### src/rtl/rgbds_pkg.sv
`timescale 1ns / 1ps
// Shared types and constants for the RGB 2x2 downsampler.
// No dependencies; used by every module of the block.
package rgbds_pkg;

  // Fixed field widths
  localparam int CHAN_W = 8;
  localparam int SIDE_W = 11;
  localparam int MODE_W = 2;
  localparam int DATA_W = 11;

  // Configuration register indexes
  localparam int IDX_W = 1;
  localparam logic [IDX_W-1:0] REG_SIDE_LENGTH = 1'd0;
  localparam logic [IDX_W-1:0] REG_REDUCE_MODE = 1'd1;
  localparam logic [SIDE_W-1:0] SIDE_RESET = 11'd1024;

  // Reduce mode codes; the unused code falls back to maximum
  localparam logic [MODE_W-1:0] MODE_MAX = 2'd0;
  localparam logic [MODE_W-1:0] MODE_MIN = 2'd1;
  localparam logic [MODE_W-1:0] MODE_AVG = 2'd2;

  // Job queue between front and back
  localparam int QUEUE_DEPTH = 4;
  localparam int QAW = 2;

  typedef struct packed {
    logic [CHAN_W-1:0] blue;
    logic [CHAN_W-1:0] green;
    logic [CHAN_W-1:0] red;
  } pixel_t;

  // One 2x2 block ready for reduction
  typedef struct packed {
    pixel_t tl;
    pixel_t tr;
    pixel_t bl;
    pixel_t br;
    logic   frame_end;
  } job_t;

  // Queue fill status seen by the front
  typedef struct packed {
    logic full;
    logic almost_full;
  } qstat_t;

  // Two-input reduction of one channel
  function automatic logic [CHAN_W-1:0] pick(input logic [MODE_W-1:0] mode,
                                              input logic [CHAN_W-1:0] a,
                                              input logic [CHAN_W-1:0] b);
    logic [CHAN_W:0] sum;
    logic [CHAN_W-1:0] res;
    sum = {1'b0, a} + {1'b0, b};
    case (mode)
      MODE_MIN: res = (a < b) ? a : b;
      MODE_AVG: res = sum[CHAN_W:1];
      default:  res = (a > b) ? a : b;
    endcase
    return res;
  endfunction

endpackage

### src/rtl/rgbds_queue.sv
`timescale 1ns / 1ps
// Short job queue that decouples the front end from the reduction stage.
// Depends on rgbds_pkg.
module rgbds_queue (
  input  logic              clk,
  input  logic              rst,
  input  logic              push,
  input  rgbds_pkg::job_t   push_job,
  output rgbds_pkg::qstat_t q_stat,
  output logic              q_valid,
  output rgbds_pkg::job_t   q_head,
  input  logic              pop
);

  rgbds_pkg::job_t            slots [rgbds_pkg::QUEUE_DEPTH];
  logic [rgbds_pkg::QAW-1:0]  wr_ptr;
  logic [rgbds_pkg::QAW-1:0]  rd_ptr;
  logic [rgbds_pkg::QAW:0]    count;

  // Status
  assign q_valid            = (count != '0);
  assign q_stat.full        = (count == (rgbds_pkg::QAW+1)'(rgbds_pkg::QUEUE_DEPTH));
  assign q_stat.almost_full = (count == (rgbds_pkg::QAW+1)'(rgbds_pkg::QUEUE_DEPTH - 1));
  assign q_head             = slots[rd_ptr];

  // Storage
  always_ff @(posedge clk) begin
    if (push) begin
      slots[wr_ptr] <= push_job;
    end
  end

  // Pointers and fill count
  always_ff @(posedge clk) begin
    if (rst) begin
      wr_ptr <= '0;
      rd_ptr <= '0;
      count  <= '0;
    end else begin
      if (push) begin
        wr_ptr <= wr_ptr + 1'b1;
      end
      if (pop) begin
        rd_ptr <= rd_ptr + 1'b1;
      end
      case ({push, pop})
        2'b10:   count <= count + 1'b1;
        2'b01:   count <= count - 1'b1;
        default: count <= count;
      endcase
    end
  end

  a_no_overflow: assert property (@(posedge clk) disable iff (rst)
    push && !pop |-> !q_stat.full)
    else $error("queue overflow");

  a_no_underflow: assert property (@(posedge clk) disable iff (rst)
    pop |-> q_valid)
    else $error("queue underflow");

endmodule

### config.mk
export PLATFORM = sky130hd
export DESIGN_NAME = rgbds_queue
export DESIGN_NICKNAME = d
export VERILOG_FILES = /design/src/rtl/rgbds_pkg.sv /design/src/rtl/rgbds_queue.sv
export SDC_FILE = /design/constraint.sdc
export NUM_CORES = 1
export LEC_CHECK = 0
export ABC_AREA = 1
export BUFFER_PORTS_ARGS = -buffer_cell sky130_fd_sc_hd__buf_2
export CAP_MARGIN = 10
export CORE_UTILIZATION = 51
export CTS_CLUSTER_SIZE = 8
export DETAILED_ROUTE_END_ITERATION = 12
export PLACE_DENSITY = 0.78
export SYNTH_ARGS = -nofsm -noshare
export SYNTH_HDL_FRONTEND = slang
export SYNTH_SLANG_ARGS = --single-unit
### constraint.sdc
create_clock -name clk -period 3.3 [get_ports clk]
set_clock_uncertainty 0.15 [all_clocks]
set_input_delay 0.165 -clock clk [delete_from_list [all_inputs] [get_ports clk]]
set_output_delay 0.165 -clock clk [all_outputs]
set_load 0.01 [all_outputs]
# ---- Word-level counts from Yosys, hierarchy flattened
# Memory sizes are Yosys's and may differ from the RTL's. A register that Yosys moved wholly into a read port is not among the register bits.
# Index checks and enable logic that the tools add are counted.
dict set report op_classes {
  addsub 4
  n_eq_ne 4
  n_mux 5
  reduce_logical 2
}
# op n
set ops {}
lappend ops {{3-bit case mux with 2 select lines} 1}
lappend ops {{2-bit by 1-bit adder with 2-bit output, second input constant} 2}
lappend ops {{2-bit 2-to-1 mux} 2}
lappend ops {{3-bit by 1-bit adder with 3-bit output, second input constant} 1}
lappend ops {{3-bit by 2-bit equality test with 1-bit output, second input constant} 1}
lappend ops {{3-bit equality test, second input constant} 1}
lappend ops {{3-bit nonzero test} 1}
lappend ops {{3-bit by 1-bit subtractor with 3-bit output, second input constant} 1}
lappend ops {{2-bit by 1-bit equality test with 1-bit output, second input constant} 1}
lappend ops {{2-bit equality test, second input constant} 1}
lappend ops {{1-bit 2-to-1 mux} 2}
lappend ops {{2-bit nonzero test} 1}
dict set report totals {
  regBits 7
  mem_bits_rw 388
  inputBits 101
  output_inout_bits 100
  wordCells 19
  memories 1
}
# memory words width read_ports rd_clocked_by_memory_dff wr line_no
set memory_table {}
lappend memory_table {slots 4 97 1 1 1 rgbds_queue.sv:15} ;# rgbds_pkg::job_t slots [rgbds_pkg::QUEUE_DEPTH];

# ---- Longest topological paths before layout
dict set report logic_depth {
  depth_word 3
  ltp_mapped 10
}

# ---- Worst setup path before layout
# OpenSTA, ideal clock, no wires.
dict set report synth_timing {
  kind {register to register}
  start {register wr_ptr[0] (netlist bit)}
  end {memory slots[2][0] (netlist bit), enable pin}
  t_arrival_ns 2.462
  required_time_ns 2.699
  setup_slack_ns 0.237
  stages_incl_launch_ff 5
  n_path_buf 0
  synth_period_minus_slack_ns 3.063
  cell_sequence {dfxtp_1 > inv_1 > ha_1 > nand2_1 > inv_1}
}
# item line_no
set synth_lines {}
lappend synth_lines {{from (decl)} rgbds_queue.sv:16} ;# logic [rgbds_pkg::QAW-1:0] wr_ptr;
lappend synth_lines {{from (signal assigned)} rgbds_queue.sv:41} ;# wr_ptr <= wr_ptr + 1'b1;
lappend synth_lines {{to (decl)} rgbds_queue.sv:15}
# Straight into the memory's write port.

==> run_results.csv <==
group,metric,value,unit
finish,drive_gt1_frac,0.214,
worst_setup_path,crit_required,2.98,ns
clocking,cts-buffers-inserted,55,
placement,dpl_cell_area,16100,sq um
clocking,clk_pin_slew,0.05,ns
yosys,synth_edf_count,388,
power_and_ir_drop,p_total,11.8,mW
yosys,synth_top_area_frac,0.788,
routing,dr_total_vias,9466,
floorplan,start_util,0.525,
routing,drt-wirelength-per-cell,19.4,microns
timing,worst_slack,0.508,ns
power_and_ir_drop,p_leak,6.60,nW
yosys,synth.distinct_cells,20,
worst_setup_path,path_class,"register to primary output",
worst_setup_path,critPathArrivalTime,2.48,ns
timing,min_period,2.79,ns
placement,gp_congestion,0.738,
worst_setup_path,critPathMaxFanout,97,
yosys,ys_top_cells_by_count,"edfxtp_1, nor2_1, o21ai_0",
yosys,yosysSeqAreaShare,0.800,
yosys,synth_area_leaders,"edfxtp_1, nor2_1, o21ai_0",
placement,dp.final_hpwl,16800,microns
clocking,clk_latency,0.54,ns
yosys,synthCells,996,
yosys,syn_avg_cell_area,14.8,sq um
yosys,synth_area,14800,sq um
global_route,grt_pass1_vias,9586,
finish,area_growth,25.8,%
global_route,overflow,0,
floorplan,chipHeight,172,microns
run_status,status,"completed",
clocking,clock_sinks,397,
clocking,cts_root_buf,"clkbuf_16",
timing,hold_viol_final,0,
timing,setup_viol,0,
clocking,cts_setup_buffers,0,
yosys,syn_nets,1103,
timing,worstMarginPinSlew,1.05,ns
finish,nNetsFinal,1414,
timing,fmax,358,MHz
min_path,hp-class,"primary input to register",
timing,slew_viol_final,0,
routing,drc,0,
floorplan,core_area,28200,sq um
yosys,yosysWarningCount,0,
flow_run,max-cap-violations,0,
finish,final_cell_count_no_fill,1701,
routing,drtIter0Drc,934,
finish,final_cell_area,18600,sq um
global_route,grt_max_degree,195,
timing,timing.final.crit_share,0.846,
placement,portBuffers,200,
floorplan,ioPinCount,201,
worst_setup_path,critPathLaunchType,"register",
power_and_ir_drop,power.density,634,nW/um^2
timing,rsz0062_at_grt,"false",
global_route,antenna_found_initial,5,
floorplan,rows,61,
yosys,async_flop_share,0,
floorplan,die_w,172,microns
clocking,htree_levels,2,
yosys,ys_ff_latch,397,
yosys,synth_most_common_cell,"edfxtp_1",
yosys,synth_area_leader_cell,"edfxtp_1",
timing,final.setup.tns,0,ns
floorplan,die_area,29700,sq um
routing,first_pass_iters,4,
power_and_ir_drop,irDropWorstVdd,0.502,mV
routing,vias_per_cell,5.56,
clocking,clockBufferDepth,3,
routing,finalWirelength,33000,microns
global_route,grt_pass1_wl,49500,microns
global_route,grtUsageTotal,0.220,
worst_setup_path,cp-end-kind,"primary output",
placement,placed_cells,1528,
placement,place_worst_setup_slack,1.11,ns
routing,ant_nets,0,
timing,slew_headroom,0.303,
yosys,synth_ff_type,"edfxtp_1",
clocking,cts_tree,"yes",
## through the flow
step | hold slack, ns | utilization
after floorplan | 0.114 | -
after global placement | 0.227 | 0.572
after detailed placement | 0.232 | 0.572
after CTS | 0.189 | 0.660
after global routing | 0.221 | 0.660
final | 0.222 | 0.660
## worst max-delay path, cell delays in order (launching register included)
cell and delay (ns):
dfxtp_4 0.34, buf_4 0.77, o21ai_0 0.31, o22ai_1 0.31, buf_2 0.18
## state kept, by name, summed over array words and instances, names as in the netlist, named ones only
| register | flops |
|---|---|
| rd_ptr | 2 |
| slots | 388 |
| count | 3 |
| wr_ptr | 2 |
## logic make-up (layout without fill, tap and decap cells)
group | after synthesis | after routing | share of synthesized area
adders and majority gates | 6 | 6 | 0.00558
and+or+nand+nor | 211 | 211 | 0.0541
other | 0 | 5 | 0
buffers and inverters | 80 | 402 | 0.0299
AOI/OAI and AO/OA | 302 | 302 | 0.110
DFF | 397 | 397 | 0.800
## metal layers
layer / part of all wire / up-vias / global-route usage
li1: - / 4380 / -
met1: 0.40 / 4620 / 0.284
met2: 0.49 / 396 / 0.363
met3: 0.079 / 70 / 0.0467
met4: 0.026 / 0 / 0.0935
met5: 0 / - / 0
## repair_timing
| item | in CTS | in global routing |
|---|---|---|
| hold buffers | 100 | 0 |
| resized for setup | 0 | 0 |
| endpoints found under the setup margin | 0 | 0 |
| hold endpoints to repair | 405 | 0 |
## power by group
part	total (mW)	internal, mW	switching [mW]
Sequential	5.83	5.78	0.0526
Combinational	1.10	0.403	0.699
Clock	4.87	3.03	1.84
## layout by cell type (no fill, tap or decap), types with 5 or more instances in the layout
master / Yosys / routed
buf_12: 0 / 7
ha_1: 5 / 5
o22ai_1: 97 / 97
diode_2: 0 / 5
buf_4: 0 / 9
dfxtp_1: 9 / 7
o21ai_0: 137 / 137
clkbuf_1: 25 / 10
nor2_1: 197 / 197
nand2_1: 9 / 9
o21ai_1: 63 / 63
buf_2: 19 / 200
inv_1: 16 / 12
dlygate4sd3_1: 0 / 100
a21oi_1: 5 / 5
edfxtp_1: 388 / 388
clkbuf_16: 0 / 57
## worst paths after layout
kind,end,depth (start not counted),slack [ns],from
min reg2reg,register,1,0.30,rd_ptr[1]
max,q_head[93],4,0.51,register
min,slots[2][0],2,0.22,push_job[0]
max reg2reg,slots[2][48],5,1.30,wr_ptr[0]
## layout make-up
class / instances / area (sq um)
flip-flops and latches: 397 / 11800
multi-input cells: 519 / 2510
repair buffers: 316 / 2210
well taps: 378 / 473
clock inverters: 1 / 5.00
fillers: 1913 / 9560
diodes: 5 / 12.5
clock buffers: 67 / 1460
inverters: 18 / 83.8
(Power assumes the default switching activity.)
