===== src/rtl/rgbds_pkg.sv =====
`timescale 1ns / 1ps
// Shared types and constants for the RGB 2x2 downsampler.
// No dependencies; used by every module of the block.
package rgbds_pkg;

  // Fixed field widths
  localparam int CHAN_W = 8;
  localparam int SIDE_W = 11;
  localparam int MODE_W = 2;
  localparam int DATA_W = 11;

  // Configuration register indexes
  localparam int IDX_W = 1;
  localparam logic [IDX_W-1:0] REG_SIDE_LENGTH = 1'd0;
  localparam logic [IDX_W-1:0] REG_REDUCE_MODE = 1'd1;
  localparam logic [SIDE_W-1:0] SIDE_RESET = 11'd1024;

  // Reduce mode codes; the unused code falls back to maximum
  localparam logic [MODE_W-1:0] MODE_MAX = 2'd0;
  localparam logic [MODE_W-1:0] MODE_MIN = 2'd1;
  localparam logic [MODE_W-1:0] MODE_AVG = 2'd2;

  // Job queue between front and back
  localparam int QUEUE_DEPTH = 4;
  localparam int QAW = 2;

  typedef struct packed {
    logic [CHAN_W-1:0] blue;
    logic [CHAN_W-1:0] green;
    logic [CHAN_W-1:0] red;
  } pixel_t;

  // One 2x2 block ready for reduction
  typedef struct packed {
    pixel_t tl;
    pixel_t tr;
    pixel_t bl;
    pixel_t br;
    logic   frame_end;
  } job_t;

  // Queue fill status seen by the front
  typedef struct packed {
    logic full;
    logic almost_full;
  } qstat_t;

  // Two-input reduction of one channel
  function automatic logic [CHAN_W-1:0] pick(input logic [MODE_W-1:0] mode,
                                              input logic [CHAN_W-1:0] a,
                                              input logic [CHAN_W-1:0] b);
    logic [CHAN_W:0] sum;
    logic [CHAN_W-1:0] res;
    sum = {1'b0, a} + {1'b0, b};
    case (mode)
      MODE_MIN: res = (a < b) ? a : b;
      MODE_AVG: res = sum[CHAN_W:1];
      default:  res = (a > b) ? a : b;
    endcase
    return res;
  endfunction

endpackage


===== src/rtl/rgbds_back.sv =====
`timescale 1ns / 1ps
// Back end: per-channel nested reduction of one block into the output register.
// Depends on rgbds_pkg.
module rgbds_back (
  input  logic                         clk,
  input  logic                         rst,
  input  logic [rgbds_pkg::MODE_W-1:0] reduce_mode,
  input  logic                         q_valid,
  input  rgbds_pkg::job_t              q_head,
  output logic                         pop,
  output logic                         out_valid,
  input  logic                         out_stall,
  output logic [rgbds_pkg::CHAN_W-1:0] red_out,
  output logic [rgbds_pkg::CHAN_W-1:0] green_out,
  output logic [rgbds_pkg::CHAN_W-1:0] blue_out,
  output logic                         frame_end
);

  rgbds_pkg::pixel_t res;

  // f(tl, f(tr, f(bl, br))) on each channel
  always_comb begin
    res.red   = rgbds_pkg::pick(reduce_mode, q_head.tl.red,
                  rgbds_pkg::pick(reduce_mode, q_head.tr.red,
                    rgbds_pkg::pick(reduce_mode, q_head.bl.red, q_head.br.red)));
    res.green = rgbds_pkg::pick(reduce_mode, q_head.tl.green,
                  rgbds_pkg::pick(reduce_mode, q_head.tr.green,
                    rgbds_pkg::pick(reduce_mode, q_head.bl.green, q_head.br.green)));
    res.blue  = rgbds_pkg::pick(reduce_mode, q_head.tl.blue,
                  rgbds_pkg::pick(reduce_mode, q_head.tr.blue,
                    rgbds_pkg::pick(reduce_mode, q_head.bl.blue, q_head.br.blue)));
  end

  // Take a job when the output register is empty or being drained
  assign pop = q_valid && (!out_valid || !out_stall);

  always_ff @(posedge clk) begin
    if (rst) begin
      out_valid <= 1'b0;
    end else if (pop) begin
      out_valid <= 1'b1;
    end else if (!out_stall) begin
      out_valid <= 1'b0;
    end
  end

  always_ff @(posedge clk) begin
    if (pop) begin
      red_out   <= res.red;
      green_out <= res.green;
      blue_out  <= res.blue;
      frame_end <= q_head.frame_end;
    end
  end

endmodule


===== config.mk =====
export PLATFORM = sky130hd
export DESIGN_NAME = rgbds_back
export DESIGN_NICKNAME = d
export VERILOG_FILES = /design/src/rtl/rgbds_pkg.sv /design/src/rtl/rgbds_back.sv
export SDC_FILE = /design/constraint.sdc
export NUM_CORES = 1
export LEC_CHECK = 0
export BUFFER_PORTS_ARGS = -buffer_cell sky130_fd_sc_hd__buf_2
export CAP_MARGIN = 30
export CORE_MARGIN = 2
export CORE_UTILIZATION = 58
export CTS_CLUSTER_SIZE = 12
export DETAILED_ROUTE_END_ITERATION = 16
export MAX_ROUTING_LAYER = met4
export PLACE_DENSITY = 0.81
export SLEW_MARGIN = 5
export SYNTH_ARGS = -nofsm -noshare
export SYNTH_HDL_FRONTEND = slang
export SYNTH_SLANG_ARGS = --single-unit
export TNS_END_PERCENT = 1

===== constraint.sdc =====
create_clock -name clk -period 7.7 [get_ports clk]
set_clock_uncertainty 0.05 [all_clocks]
set_input_delay 0.77 -clock clk [delete_from_list [all_inputs] [get_ports clk]]
set_output_delay 0.77 -clock clk [all_outputs]
set_load 0.05 [all_outputs]

# == After elaboration in Yosys (flattened, before gate mapping) ==
# Cells that the tools add are included.
# word_totals
regBits,26
input_bits,103
out_inout_bits,27
wordCells,68
# op_classes
add_sub_neg,9
n_lt_le_gt_ge,18
eq_ne,3
muxes,29
n_reduce_logical,4
# ops
op,n
8-bit 2-to-1 mux,18
8-bit case mux with 2 select lines,9
8-bit by 8-bit adder with 9-bit output,9
8-bit greater-than comparator,9
8-bit less-than comparator,9
2-bit by 1-bit equality test with 1-bit output (second input constant),1
2-bit equality test (second input constant),1
1-bit logical NOT,2
1-bit 2-to-1 mux,2
2-bit inequality test (second input constant),1
1-bit logical AND,1
1-bit logical OR,1

# == Logic depth before layout (Yosys ltp) ==
# Gate-level depths: netlist of run 1.
# depth
ltp_word,9
depth_mapped,31
depth_no_buf,30

# == Worst setup path after synthesis of run 1 ==
# Ideal clock, no wire load.
# synth_timing
path_type,input to register
start,input q_head[14] in the netlist's numbering
end,"register green_out[3] in the netlist's numbering, data pin"
setup_time_ps,270
arrival_ps,6211
required_time_ps,7380
setup_slack_ps,1169
stages,26
path_buffers,3
cell_sequence,inv_1 > ha_1 > buf_6 > a211oi_2 > o22ai_1 > nor3_4 > mux2_4 > a22oi_1 > nor2_1 > or2_2 > ha_1 > or4_1 > a21oi_2 > or2_2 > buf_6 > o21ai_1 > o221a_1 > a21oi_1 > ha_1 > nor4b_2 > inv_1 > o211ai_1 > clkbuf_1 > mux2_2 > a221oi_2 > a21oi_1
# synth_lines
element,line,rtl
start: declaration,rgbds_back.sv:9,"input rgbds_pkg::job_t q_head,"
end signal: assignment,rgbds_back.sv:50,green_out <= res.green;
end: declaration,rgbds_back.sv:14,"output logic [rgbds_pkg::CHAN_W-1:0] green_out,"

==> results.ini, run 1 <==
[run_status]
status = finished clean

[hold_path]
hold_depth = 2
hp-class = flop to flop
worstHoldStart = out_valid$_SDFFE_PP0P_
whs_endpoint = out_valid$_SDFFE_PP0P_

[logic_synthesis]
yosys.area.top_type = ha_1
synth-edff-count = 25
synth_nets = 1489
yosysSeqAreaShare_pct = 8.43
syn_avg_cell_area_sq_um = 7.49
async_flop_share_pct = 0
synth_compound_area_share_pct = 32.9
synthCells = 1220
synth_fa_ha_area_share_pct = 23.5
yosysWarnings = 0
ys_ff_latch = 26
synth-main-ff-cell = edfxtp_1
synth_top_cell_area_share_pct = 21.5
synth-simple-area-share_pct = 18.3
synth-xor-area-share_pct = 3.83
synth.distinct_cells = 93
synth_area_sq_um = 9140
synth_mux_area_share_pct = 5.30
synth_area_leaders = ha_1 (21%), edfxtp_1 (8.2%), a21oi_1 (6.6%)
synth_top_family_by_area = compound AO/OA/AOI/OAI gates

[global_routing]
grt_pass1_vias = 8644
antenna_found_initial = 1
met2_usage_pct = 50.7
grt_use_met1_pct = 42.6
grt.overflow.total = 0
grt_pass1_wl_microns = 42100
grt-busiest-layer = met2
gr-usage-met3_pct = 2.15
grt_max_degree = 56
grt_usage_pct = 31.2

[power_and_ir_drop]
power_mw = 1.71
p_leak_nw = 4.68
p_sw_mw = 0.920
power_frac_comb_pct = 81.4
ir_drop_mv = 0.0992
seq_power_share_pct = 11.7
powerDensity_nw_per_um2 = 171
p_clk_share_pct = 7.0
intPower_mw = 0.793
p_sw_share_pct = 53.7

[cts]
clk_latency_ps = 260
numCtsBuffers = 3
post_cts_resized = 0
ctsHoldBuffers = 0
numClockSinks = 26
clock_tree.root_cell = clkbuf_16
clk_pin_slew_ps = 70
cts_buffer_depth = 2
tritoncts = yes
htree_levels = 1
post_cts_buffers = 0

[drt]
drtPass1Iterations = 7
drcViolationCount = 0
drtIter0Drc = 853
drtAntennaViolNets = 0
vias = 9554
wire_per_inst_microns = 17.0
drt-total-wl_microns = 26000
vias_per_cell = 6.23

[timing]
finalHoldViolCount = 0
worst_pin_slew_ps = 665
slew_headroom_pct = 55.3
holdWs_ps = 484
setup_viol = 0
min_period_over_period_pct = 92.9
finalCriticalPeriod_ps = 7150
fmax_ghz = 0.140
final-max-slew-violation-count = 0
fin_tns_setup_ps = 0
rsz0062_at_grt = no

[layout]
fin_util_pct = 65.5
layout-drive-gt1-share_pct = 16.7
multiInputGateArea_sq_um = 7680
n_fill_cell = 1412
stdcell_area_sq_um = 10000
seqCellArea_sq_um = 771
nets = 1590
synthToLayoutAreaGrowth_pct = 9.82

[setup_path]
cpMaxStageDelayCell = or4_1
crit_chain = buf_2, inv_1, ha_1, a211oi_2, nor2_1, nor2_1, nand2_1, a311oi_1, a21oi_1, ha_1, nor3b_1, o31ai_1, o211ai_2, o21ai_2, nor2_1, a311oi_1, a31oi_1, ha_1, or4_1, or3b_1, nand2_2, nand2_1, a22o_1, a221oi_1
regToRegSetupSlack_ps = 6540
critPathMaxFanout = 15
slowest_delay_ps = 580
crit_path_start_kind = input pin
regToRegStartpoint = out_valid$_SDFFE_PP0P_
arrival_ps = 7170
required_ps = 7720
endpoint_kind = flop
crit_type = input pin to flop
reg2reg_to = green_out[1]$_DFFE_PP_
reg2regPathDepth = 2

[placed_design]
gp_congestion = 1.01
port_buffers = 129
hpwlAfterDp_microns = 20400
post_dp_cell_area_sq_um = 9950

[die]
start_util_pct = 59.7
core-area_sq_um = 15300
die_h_microns = 130
die_w_microns = 130
ios = 130
die-area_sq_um = 16800
row_count = 45

[run]
maxCapViolCount = 0

sequential cells by signal (all words and copies together) (netlist names):
signal / flops
green_out: 8
blue_out: 8
red_out: 8
frame_end: 1
out_valid: 1
cell usage in the layout (no fill, tap or decap), types with 6 or more instances in the layout:
| cell type | netlist | layout |
|---|---|---|
| nor2_1 | 102 | 102 |
| inv_1 | 123 | 123 |
| xor2_1 | 7 | 7 |
| buf_4 | 2 | 16 |
| nor3_1 | 24 | 24 |
| and2_1 | 10 | 10 |
| a211oi_2 | 6 | 6 |
| edfxtp_1 | 25 | 25 |
| o21ai_1 | 6 | 7 |
| nand2b_1 | 18 | 18 |
| o21bai_1 | 17 | 17 |
| o31ai_1 | 10 | 10 |
| nand2_1 | 77 | 76 |
| a21o_1 | 19 | 19 |
| mux2i_1 | 33 | 33 |
| ha_1 | 157 | 155 |
| a221oi_1 | 16 | 16 |
| o22ai_1 | 8 | 8 |
| a211oi_1 | 9 | 9 |
| xnor2_1 | 33 | 33 |
| a22oi_1 | 12 | 12 |
| or2_2 | 10 | 10 |
| fa_1 | 9 | 9 |
| a21oi_1 | 120 | 120 |
| and3_1 | 7 | 7 |
| o21ai_0 | 85 | 84 |
| mux2_2 | 11 | 11 |
| o211ai_1 | 9 | 9 |
| o21a_1 | 16 | 16 |
| nand3b_1 | 7 | 7 |
| buf_2 | 7 | 129 |
| a31oi_1 | 23 | 23 |
| nor2b_1 | 11 | 11 |
| nand3_1 | 23 | 23 |
critical path, delay by kind of cell:
family | cells | cell delay [ps]
AO/OA/AOI/OAI | 10 | 2890
adder cells (fa/ha/maj) | 3 | 1210
buffers and inverters | 2 | 170
AND/OR/NAND/NOR | 9 | 2110
cell usage after synthesis, drive strengths merged, types with 12 or more instances:
cell,count
a22oi,12
a21o,19
nor2,104
xnor2,33
nand3,23
ha,157
clkbuf,29
edfxtp,25
o21bai,18
nand2,79
a221oi,21
mux2,13
nor3,26
o21a,17
o21ai,93
a21oi,123
nand2b,18
mux2i,33
a31oi,24
inv,124
a211oi,16
buf,20
through the flow:
stage               setup WS, ps  std cells
floorplan                   1170       1220
CTS                          396       1531
global placement             329       1527
global route                32.2       1532
detailed placement           177       1527
finish                       549       1533
power by group through the flow:
| stage | sequential (mW) | clock, mW | combinational, mW |
|---|---|---|---|
| global placement | 0.203 | 0 | 1.33 |
| CTS | 0.200 | 0.119 | 1.37 |
| detailed placement | 0.203 | 0 | 1.35 |
| global route | 0.203 | 0.123 | 1.53 |
| floorplan | 0.294 | 0 | 0.963 |
| finish | 0.200 | 0.119 | 1.39 |
area by class of cell:
class | instances | share of cell area (%)
timing repair buffer | 145 | 7.63
antenna | 2 | 0.0499
tap | 211 | 2.63
sequential | 26 | 7.68
inverter | 124 | 4.64
multi-input combinational | 1021 | 76.6
clock inverter | 1 | 0.0374
clock buffer | 3 | 0.748
worst max path at each step:
stage	slack, ps	depth (start not counted)	end	from
after floorplan	1170	26	green_out[3]$_DFFE_PP_	q_head[14]
after global placement	330	26	blue_out[6]$_DFFE_PP_	q_head[22]
after detailed placement	180	26	blue_out[6]$_DFFE_PP_	q_head[22]
after CTS	400	26	blue_out[6]$_DFFE_PP_	q_head[22]
after global routing	30	26	blue_out[6]$_DFFE_PP_	q_head[22]
final	550	24	blue_out[6]$_DFFE_PP_	q_head[22]
cell families (layout without fill, tap and decap cells):
family	count (synthesis)	after routing
AO/OA/AOI/OAI	439	439
flip-flops	26	26
other	0	2
XOR/XNOR	40	40
multiplexers	46	46
AND/OR/NAND/NOR	330	330
adder cells (fa/ha/maj)	166	166
buffers and inverters	173	273
per-layer routing:
metal	vias to the layer above	share of wire, %
li1	4677	-
met1	4408	45
met2	414	45
met4	0	2.4
met5	-	0
met3	55	7.4
No activity file was read; power rests on OpenSTA's default activity.
==> run 2, diff against run 1 <==
--- a/config.mk
+++ b/config.mk
@@ -12,7 +12,8 @@
 export CTS_CLUSTER_SIZE = 12
 export DETAILED_ROUTE_END_ITERATION = 16
 export MAX_ROUTING_LAYER = met4
-export PLACE_DENSITY = 0.81
+export PLACE_DENSITY_LB_ADDON = 0.2
+export SKIP_CTS_REPAIR_TIMING = 1
 export SLEW_MARGIN = 5
 export SYNTH_ARGS = -nofsm -noshare
 export SYNTH_HDL_FRONTEND = slang
==> run 2 against run 1 <==
  * Design area shrank 0.15%
  * Fmax shrank 0.44%
  * Die area is the same
  * Final cell count is essentially flat
  * Global-route usage shrank 0.48 points
  * Clock power is essentially flat
  * Sequential power is essentially flat
  * Non-clock buffer count shrank 2
  * Critical endpoint is now green_out[4]$_DFFE_PP_
==> results.ini, run 2 (same netlist as run 1, synthesis figures left out) <==
[power_and_ir_drop]
intPower_mw = 0.791  ; -0.21%
p_sw_share_pct = 53.6  ; -0.16 points
p_sw_mw = 0.912  ; -0.84%
seq_power_share_pct = 11.7  ; about the same
p_leak_nw = 4.67  ; -0.30%
p_clk_share_pct = 6.9  ; about the same
ir_drop_mv = 0.0906  ; -8.7%
power_frac_comb_pct = 81.4  ; about the same
power_mw = 1.70  ; -0.55%
powerDensity_nw_per_um2 = 170  ; -0.40%

[layout]
seqCellArea_sq_um = 771  ; unchanged
fin_util_pct = 65.4  ; -0.098 points
multiInputGateArea_sq_um = 7680  ; about the same
reg_top3 = blue_out: 8 flops, green_out: 8 flops, red_out: 8 flops
nets = 1588  ; -0.13%
most-common-layout-cells = ha_1 (155), buf_2 (129), inv_1 (122), a21oi_1 (120), nor2_1 (102)
stdcell_area_sq_um = 10000  ; -0.15%
synthToLayoutAreaGrowth_pct = 9.65
final_cells = 1532  ; -0.065%
n_fill_cell = 1429  ; +1.2%
layout-drive-gt1-share_pct = 16.5  ; -0.20 points
final_common_cell = ha_1

[global_routing]
grt_usage_pct = 30.7  ; -0.48 points
antenna_found_initial = 1  ; unchanged
grt_pass1_vias = 8824  ; +2.1%
grt.overflow.total = 0  ; unchanged
grt_max_degree = 48  ; -14%
grt_pass1_wl_microns = 41600  ; -1.2%

[placed_design]
port_buffers = 129  ; unchanged
dp.cells = 1525  ; -0.13%
place_ws_ps = 336  ; +159 ps
hpwlAfterDp_microns = 20500  ; +0.12%
gp_congestion = 0.956  ; -5.0%
post_dp_cell_area_sq_um = 9930  ; -0.15%

[die]
core-area_sq_um = 15300  ; unchanged
die_h_microns = 130  ; unchanged
start_util_pct = 59.7  ; unchanged
row_count = 45  ; unchanged
die_w_microns = 130  ; unchanged
die-area_sq_um = 16800  ; unchanged
ios = 130  ; unchanged

[setup_path]
critPathCapture = green_out[4]$_DFFE_PP_
reg2reg_to = blue_out[6]$_DFFE_PP_
required_ps = 7740  ; +20 ps
startpoint = q_head[11]
reg2regPathDepth = 2  ; unchanged
crit_path_start_kind = input pin
critPathMaxFanout = 15  ; unchanged
regToRegStartpoint = out_valid$_SDFFE_PP0P_
crit_type = input pin to flop
endpoint_kind = flop
arrival_ps = 7220  ; +50 ps
regToRegSetupSlack_ps = 6520  ; -20 ps

[drt]
drtPass1Iterations = 6  ; -1
wl_met1_microns = 11500  ; -1.9%
drt-total-wl_microns = 25600  ; -1.7%
wl_met3_microns = 1850  ; -4.2%
drtAntennaViolNets = 0  ; unchanged
highest_layer = met4
drcViolationCount = 0  ; unchanged
wl_met2_microns = 11800  ; about the same
vias_per_cell = 6.14  ; -1.5%
vias = 9401  ; -1.6%
drtIter0Drc = 796  ; -6.7%
wire_per_inst_microns = 16.7  ; -1.7%

[timing]
finalHoldViolCount = 0  ; unchanged
finalCriticalPeriod_ps = 7180  ; +31.7 ps
fin_tns_setup_ps = 0  ; unchanged
final-max-slew-violation-count = 0  ; unchanged
min_period_over_period_pct = 93.3  ; +0.41 points
rsz0062_at_grt = no
setup_viol = 0  ; unchanged
slew_headroom_pct = 55.6  ; +0.29 points
worst_pin_slew_ps = 661  ; -4.26 ps
holdWs_ps = 480  ; -4.56 ps
timing.final.ws_setup_ps = 517  ; -31.7 ps
fmax_ghz = 0.139  ; -0.44%

[cts]
clk_latency_ps = 260  ; about the same
clock_tree.root_cell = clkbuf_16
numCtsBuffers = 3  ; unchanged
htree_levels = 1  ; unchanged
clk_pin_slew_ps = 70  ; about the same
numClockSinks = 26  ; unchanged
cts_buffer_depth = 2  ; unchanged
tritoncts = yes

[hold_path]
hp-class = flop to flop

[run]
maxCapViolCount = 0  ; unchanged

[run_status]
status = finished clean

## run 2: worst min path at each step
| stage | slack [ps] | depth (start not counted) | startpoint | endpoint |
|---|---|---|---|---|
| 3_5_place_dp | 480 | 2 | out_valid$_SDFFE_PP0P_ | out_valid$_SDFFE_PP0P_ |
| 2_1_floorplan | 690 | 2 | out_valid$_SDFFE_PP0P_ | out_valid$_SDFFE_PP0P_ |
| 6_report | 480 | 2 | out_valid$_SDFFE_PP0P_ | out_valid$_SDFFE_PP0P_ |
| 5_1_grt | 530 | 2 | out_valid$_SDFFE_PP0P_ | out_valid$_SDFFE_PP0P_ |
| 4_1_cts | 490 | 2 | out_valid$_SDFFE_PP0P_ | out_valid$_SDFFE_PP0P_ |
| 3_3_place_gp | 460 | 2 | out_valid$_SDFFE_PP0P_ | out_valid$_SDFFE_PP0P_ |
## run 2: power by group through the flow
stage / clock network [mW] / registers [mW] / logic [mW]
final: 0.117 / 0.199 / 1.39
after global routing: 0.125 / 0.202 / 1.53
after CTS: 0.119 / 0.200 / 1.36
after detailed placement: 0 / 0.203 / 1.35
after global placement: 0 / 0.202 / 1.33
after floorplan: 0 / 0.294 / 0.963
## run 2: critical path, cell delays in order
cell      delay, ps
buf_2           110
inv_1            60
ha_1            380
a21oi_1         250
a211oi_2        140
nor3_4          360
mux2_4          350
a22oi_1         190
nor2_1           50
or2_2           300
ha_1            340
or4_1           560
nand4b_1        210
o21ai_2         250
mux2_2          410
o22ai_2         200
inv_1            70
ha_1            340
nor4b_2         360
inv_1            70
o211ai_1        220
inv_1           140
a41oi_1         240
buf_4           190
a21oi_1          90
or2_2           330
a221oi_2        240
## run 2: cell type report
class,instances,area share (%)
timing repair buffer,143,7.49
tap,211,2.63
inverter,124,4.65
clock buffer,4,0.787
sequential,26,7.69
multi-input combinational,1021,76.7
antenna,3,0.0749
## run 2: metal layers
| metal | vias up | global-route usage, % |
|---|---|---|
| li1 | 4668 | - |
| met1 | 4310 | 40.7 |
| met2 | 379 | 51.0 |
| met3 | 44 | 2.44 |
| met4 | 0 | 7.59 |
| met5 | - | - |
==> run 3, diff against run 2 <==
--- a/config.mk
+++ b/config.mk
@@ -13,6 +13,7 @@
 export DETAILED_ROUTE_END_ITERATION = 16
 export MAX_ROUTING_LAYER = met4
 export PLACE_DENSITY_LB_ADDON = 0.2
+export RECOVER_POWER = 100
 export SKIP_CTS_REPAIR_TIMING = 1
 export SLEW_MARGIN = 5
 export SYNTH_ARGS = -nofsm -noshare
==> run 3 against run 2 <==
  * Global-route usage is the same
  * Non-clock buffer count is the same
  * Total power shrank 0.54%
  * Sequential power is essentially flat
  * Flip-flop and latch count is the same
  * Count of clock-buffer cells in the layout is the same
  * Design area shrank 0.51%
==> results.ini, run 3 (same netlist as run 1, synthesis figures left out) <==
[die]
die_h_microns = 130  ; unchanged
die-area_sq_um = 16800  ; unchanged
row_count = 45  ; unchanged
die_w_microns = 130  ; unchanged
core-area_sq_um = 15300  ; unchanged
ios = 130  ; unchanged
start_util_pct = 59.7  ; unchanged

[power_and_ir_drop]
ir_drop_mv = 0.0916  ; +1.2%
p_leak_nw = 4.58  ; -2.0%
p_clk_share_pct = 6.9  ; about the same
p_sw_mw = 0.912  ; about the same
p_sw_share_pct = 53.9  ; +0.31 points
intPower_mw = 0.781  ; -1.2%
seq_power_share_pct = 11.8  ; about the same
powerDensity_nw_per_um2 = 170  ; about the same
power_frac_comb_pct = 81.2  ; -0.2 points

[drt]
drcViolationCount = 0  ; unchanged
drtPass1Iterations = 5  ; -1
wl_met3_microns = 1910  ; +3.4%
drtIter0Drc = 863  ; +8.4%
wl_met1_microns = 11300  ; -1.6%
vias_per_cell = 6.17  ; +0.55%
drt-total-wl_microns = 25600  ; about the same
wire_per_inst_microns = 16.7  ; about the same
highest_layer = met4
drtAntennaViolNets = 0  ; unchanged
vias = 9447  ; +0.49%
wl_met2_microns = 11800  ; +0.66%

[timing]
slew_headroom_pct = 8.27  ; -47 points
fin_tns_setup_ps = 0  ; unchanged
min_period_over_period_pct = 93.2  ; about the same
rsz0062_at_grt = no
finalHoldViolCount = 0  ; unchanged
final-max-slew-violation-count = 0  ; unchanged
holdWs_ps = 463  ; -16.2 ps
worst_pin_slew_ps = 1380  ; +715 ps
setup_viol = 0  ; unchanged
finalCriticalPeriod_ps = 7180  ; -6.11 ps
fmax_ghz = 0.139  ; about the same

[setup_path]
arrival_ps = 7220  ; about the same
crit_path_start_kind = input pin
cp_common_cell = inv_1
required_ps = 7740  ; about the same
cp_num_buf_inv = 6  ; unchanged
cpMaxStageDelayCell = or4_1
endpoint_kind = flop
path_delay_family = simple AND/OR/NAND/NOR gates
slowest_delay_ps = 570  ; about the same
crit_type = input pin to flop
critPathMaxFanout = 15  ; unchanged

[cts]
clock_tree.root_cell = clkbuf_16
clk_latency_ps = 260  ; about the same
numClockSinks = 26  ; unchanged
cts_buffer_depth = 2  ; unchanged
tritoncts = yes
numCtsBuffers = 3  ; unchanged
clk_pin_slew_ps = 60  ; about the same
htree_levels = 1  ; unchanged

[global_routing]
grt.overflow.total = 0  ; unchanged
grt_pass1_wl_microns = 41600  ; unchanged
antenna_found_initial = 1  ; unchanged
grt_usage_pct = 30.7  ; unchanged
grt_pass1_vias = 8824  ; unchanged
grt_max_degree = 48  ; unchanged

[layout]
n_fill_cell = 1452  ; +1.6%
nets = 1588  ; unchanged
final_cells = 1531  ; -0.065%
most-common-layout-cells = ha_1 (155), inv_1 (122), a21oi_1 (120), nor2_1 (102), buf_2 (99)
layout-drive-gt1-share_pct = 14.0  ; -2.5 points
final_common_cell = ha_1
synthToLayoutAreaGrowth_pct = 9.09
reg_top3 = blue_out: 8 flops, green_out: 8 flops, red_out: 8 flops

[hold_path]
hp-class = flop to flop

[placed_design]
gp_congestion = 0.956  ; unchanged
port_buffers = 129  ; unchanged
dp.cells = 1525  ; unchanged
hpwlAfterDp_microns = 20500  ; unchanged

[run_status]
status = finished clean

[run]
maxCapViolCount = 0  ; unchanged

[run 3: stage by stage]
| step | setup WS (ps) | power, mW | cell area [sq um] | utilization (%) |
|---|---|---|---|---|
| 5_1_grt | 33.3 | 1.85 | 9970 | 65.1 |
| 3_5_place_dp | 336 | 1.56 | 9930 | 64.9 |
| 3_3_place_gp | 510 | 1.54 | 9930 | 64.9 |
| 4_1_cts | 595 | 1.68 | 10000 | 65.4 |
| 6_report | 523 | 1.69 | 9970 | 65.1 |
| 2_1_floorplan | 1170 | 1.26 | 9140 | - |
[run 3: worst reg2reg max path, cell delays in order (launching register included)]
cell and delay (ps):
dfxtp_1 320, a21boi_0 210, clkbuf_1 1040
[run 3: cell type report]
type | instances | area (sq um) | share of cell area (%)
Sequential cell | 26 | 771 | 7.73
Timing Repair Buffer | 143 | 706 | 7.08
Tap cell | 211 | 264 | 2.65
Inverter | 124 | 465 | 4.67
Antenna cell | 2 | 5.00 | 0.0502
Clock buffer | 4 | 78.8 | 0.791
Multi-Input combinational cell | 1021 | 7680 | 77.0
[run 3: power groups by stage]
| stage | Clock [mW] | Combinational, mW | Sequential (mW) |
|---|---|---|---|
| finish | 0.117 | 1.38 | 0.201 |
| global route | 0.125 | 1.52 | 0.203 |
| CTS | 0.119 | 1.36 | 0.200 |
| detailed placement | 0 | 1.35 | 0.203 |
| global placement | 0 | 1.33 | 0.202 |
| floorplan | 0 | 0.963 | 0.294 |
[run 3: per-layer routing]
metal	GRT usage (%)	vias to the layer above
met2	51.0	381
met4	7.59	0
met5	-	-
met3	2.44	51
met1	40.7	4356
li1	-	4659
[run 3: path summary, 6_finish.rpt]
| kind | startpoint | to | slack (ps) | depth (start not counted) |
|---|---|---|---|---|
| setup / recovery | q_head[14] | green_out[4]$_DFFE_PP_ | 520 | 27 |
| hold / removal | out_valid$_SDFFE_PP0P_ | out_valid$_SDFFE_PP0P_ | 460 | 2 |
| setup reg to reg | out_valid$_SDFFE_PP0P_ | blue_out[6]$_DFFE_PP_ | 5690 | 2 |
| hold reg to reg | out_valid$_SDFFE_PP0P_ | out_valid$_SDFFE_PP0P_ | 460 | 2 |
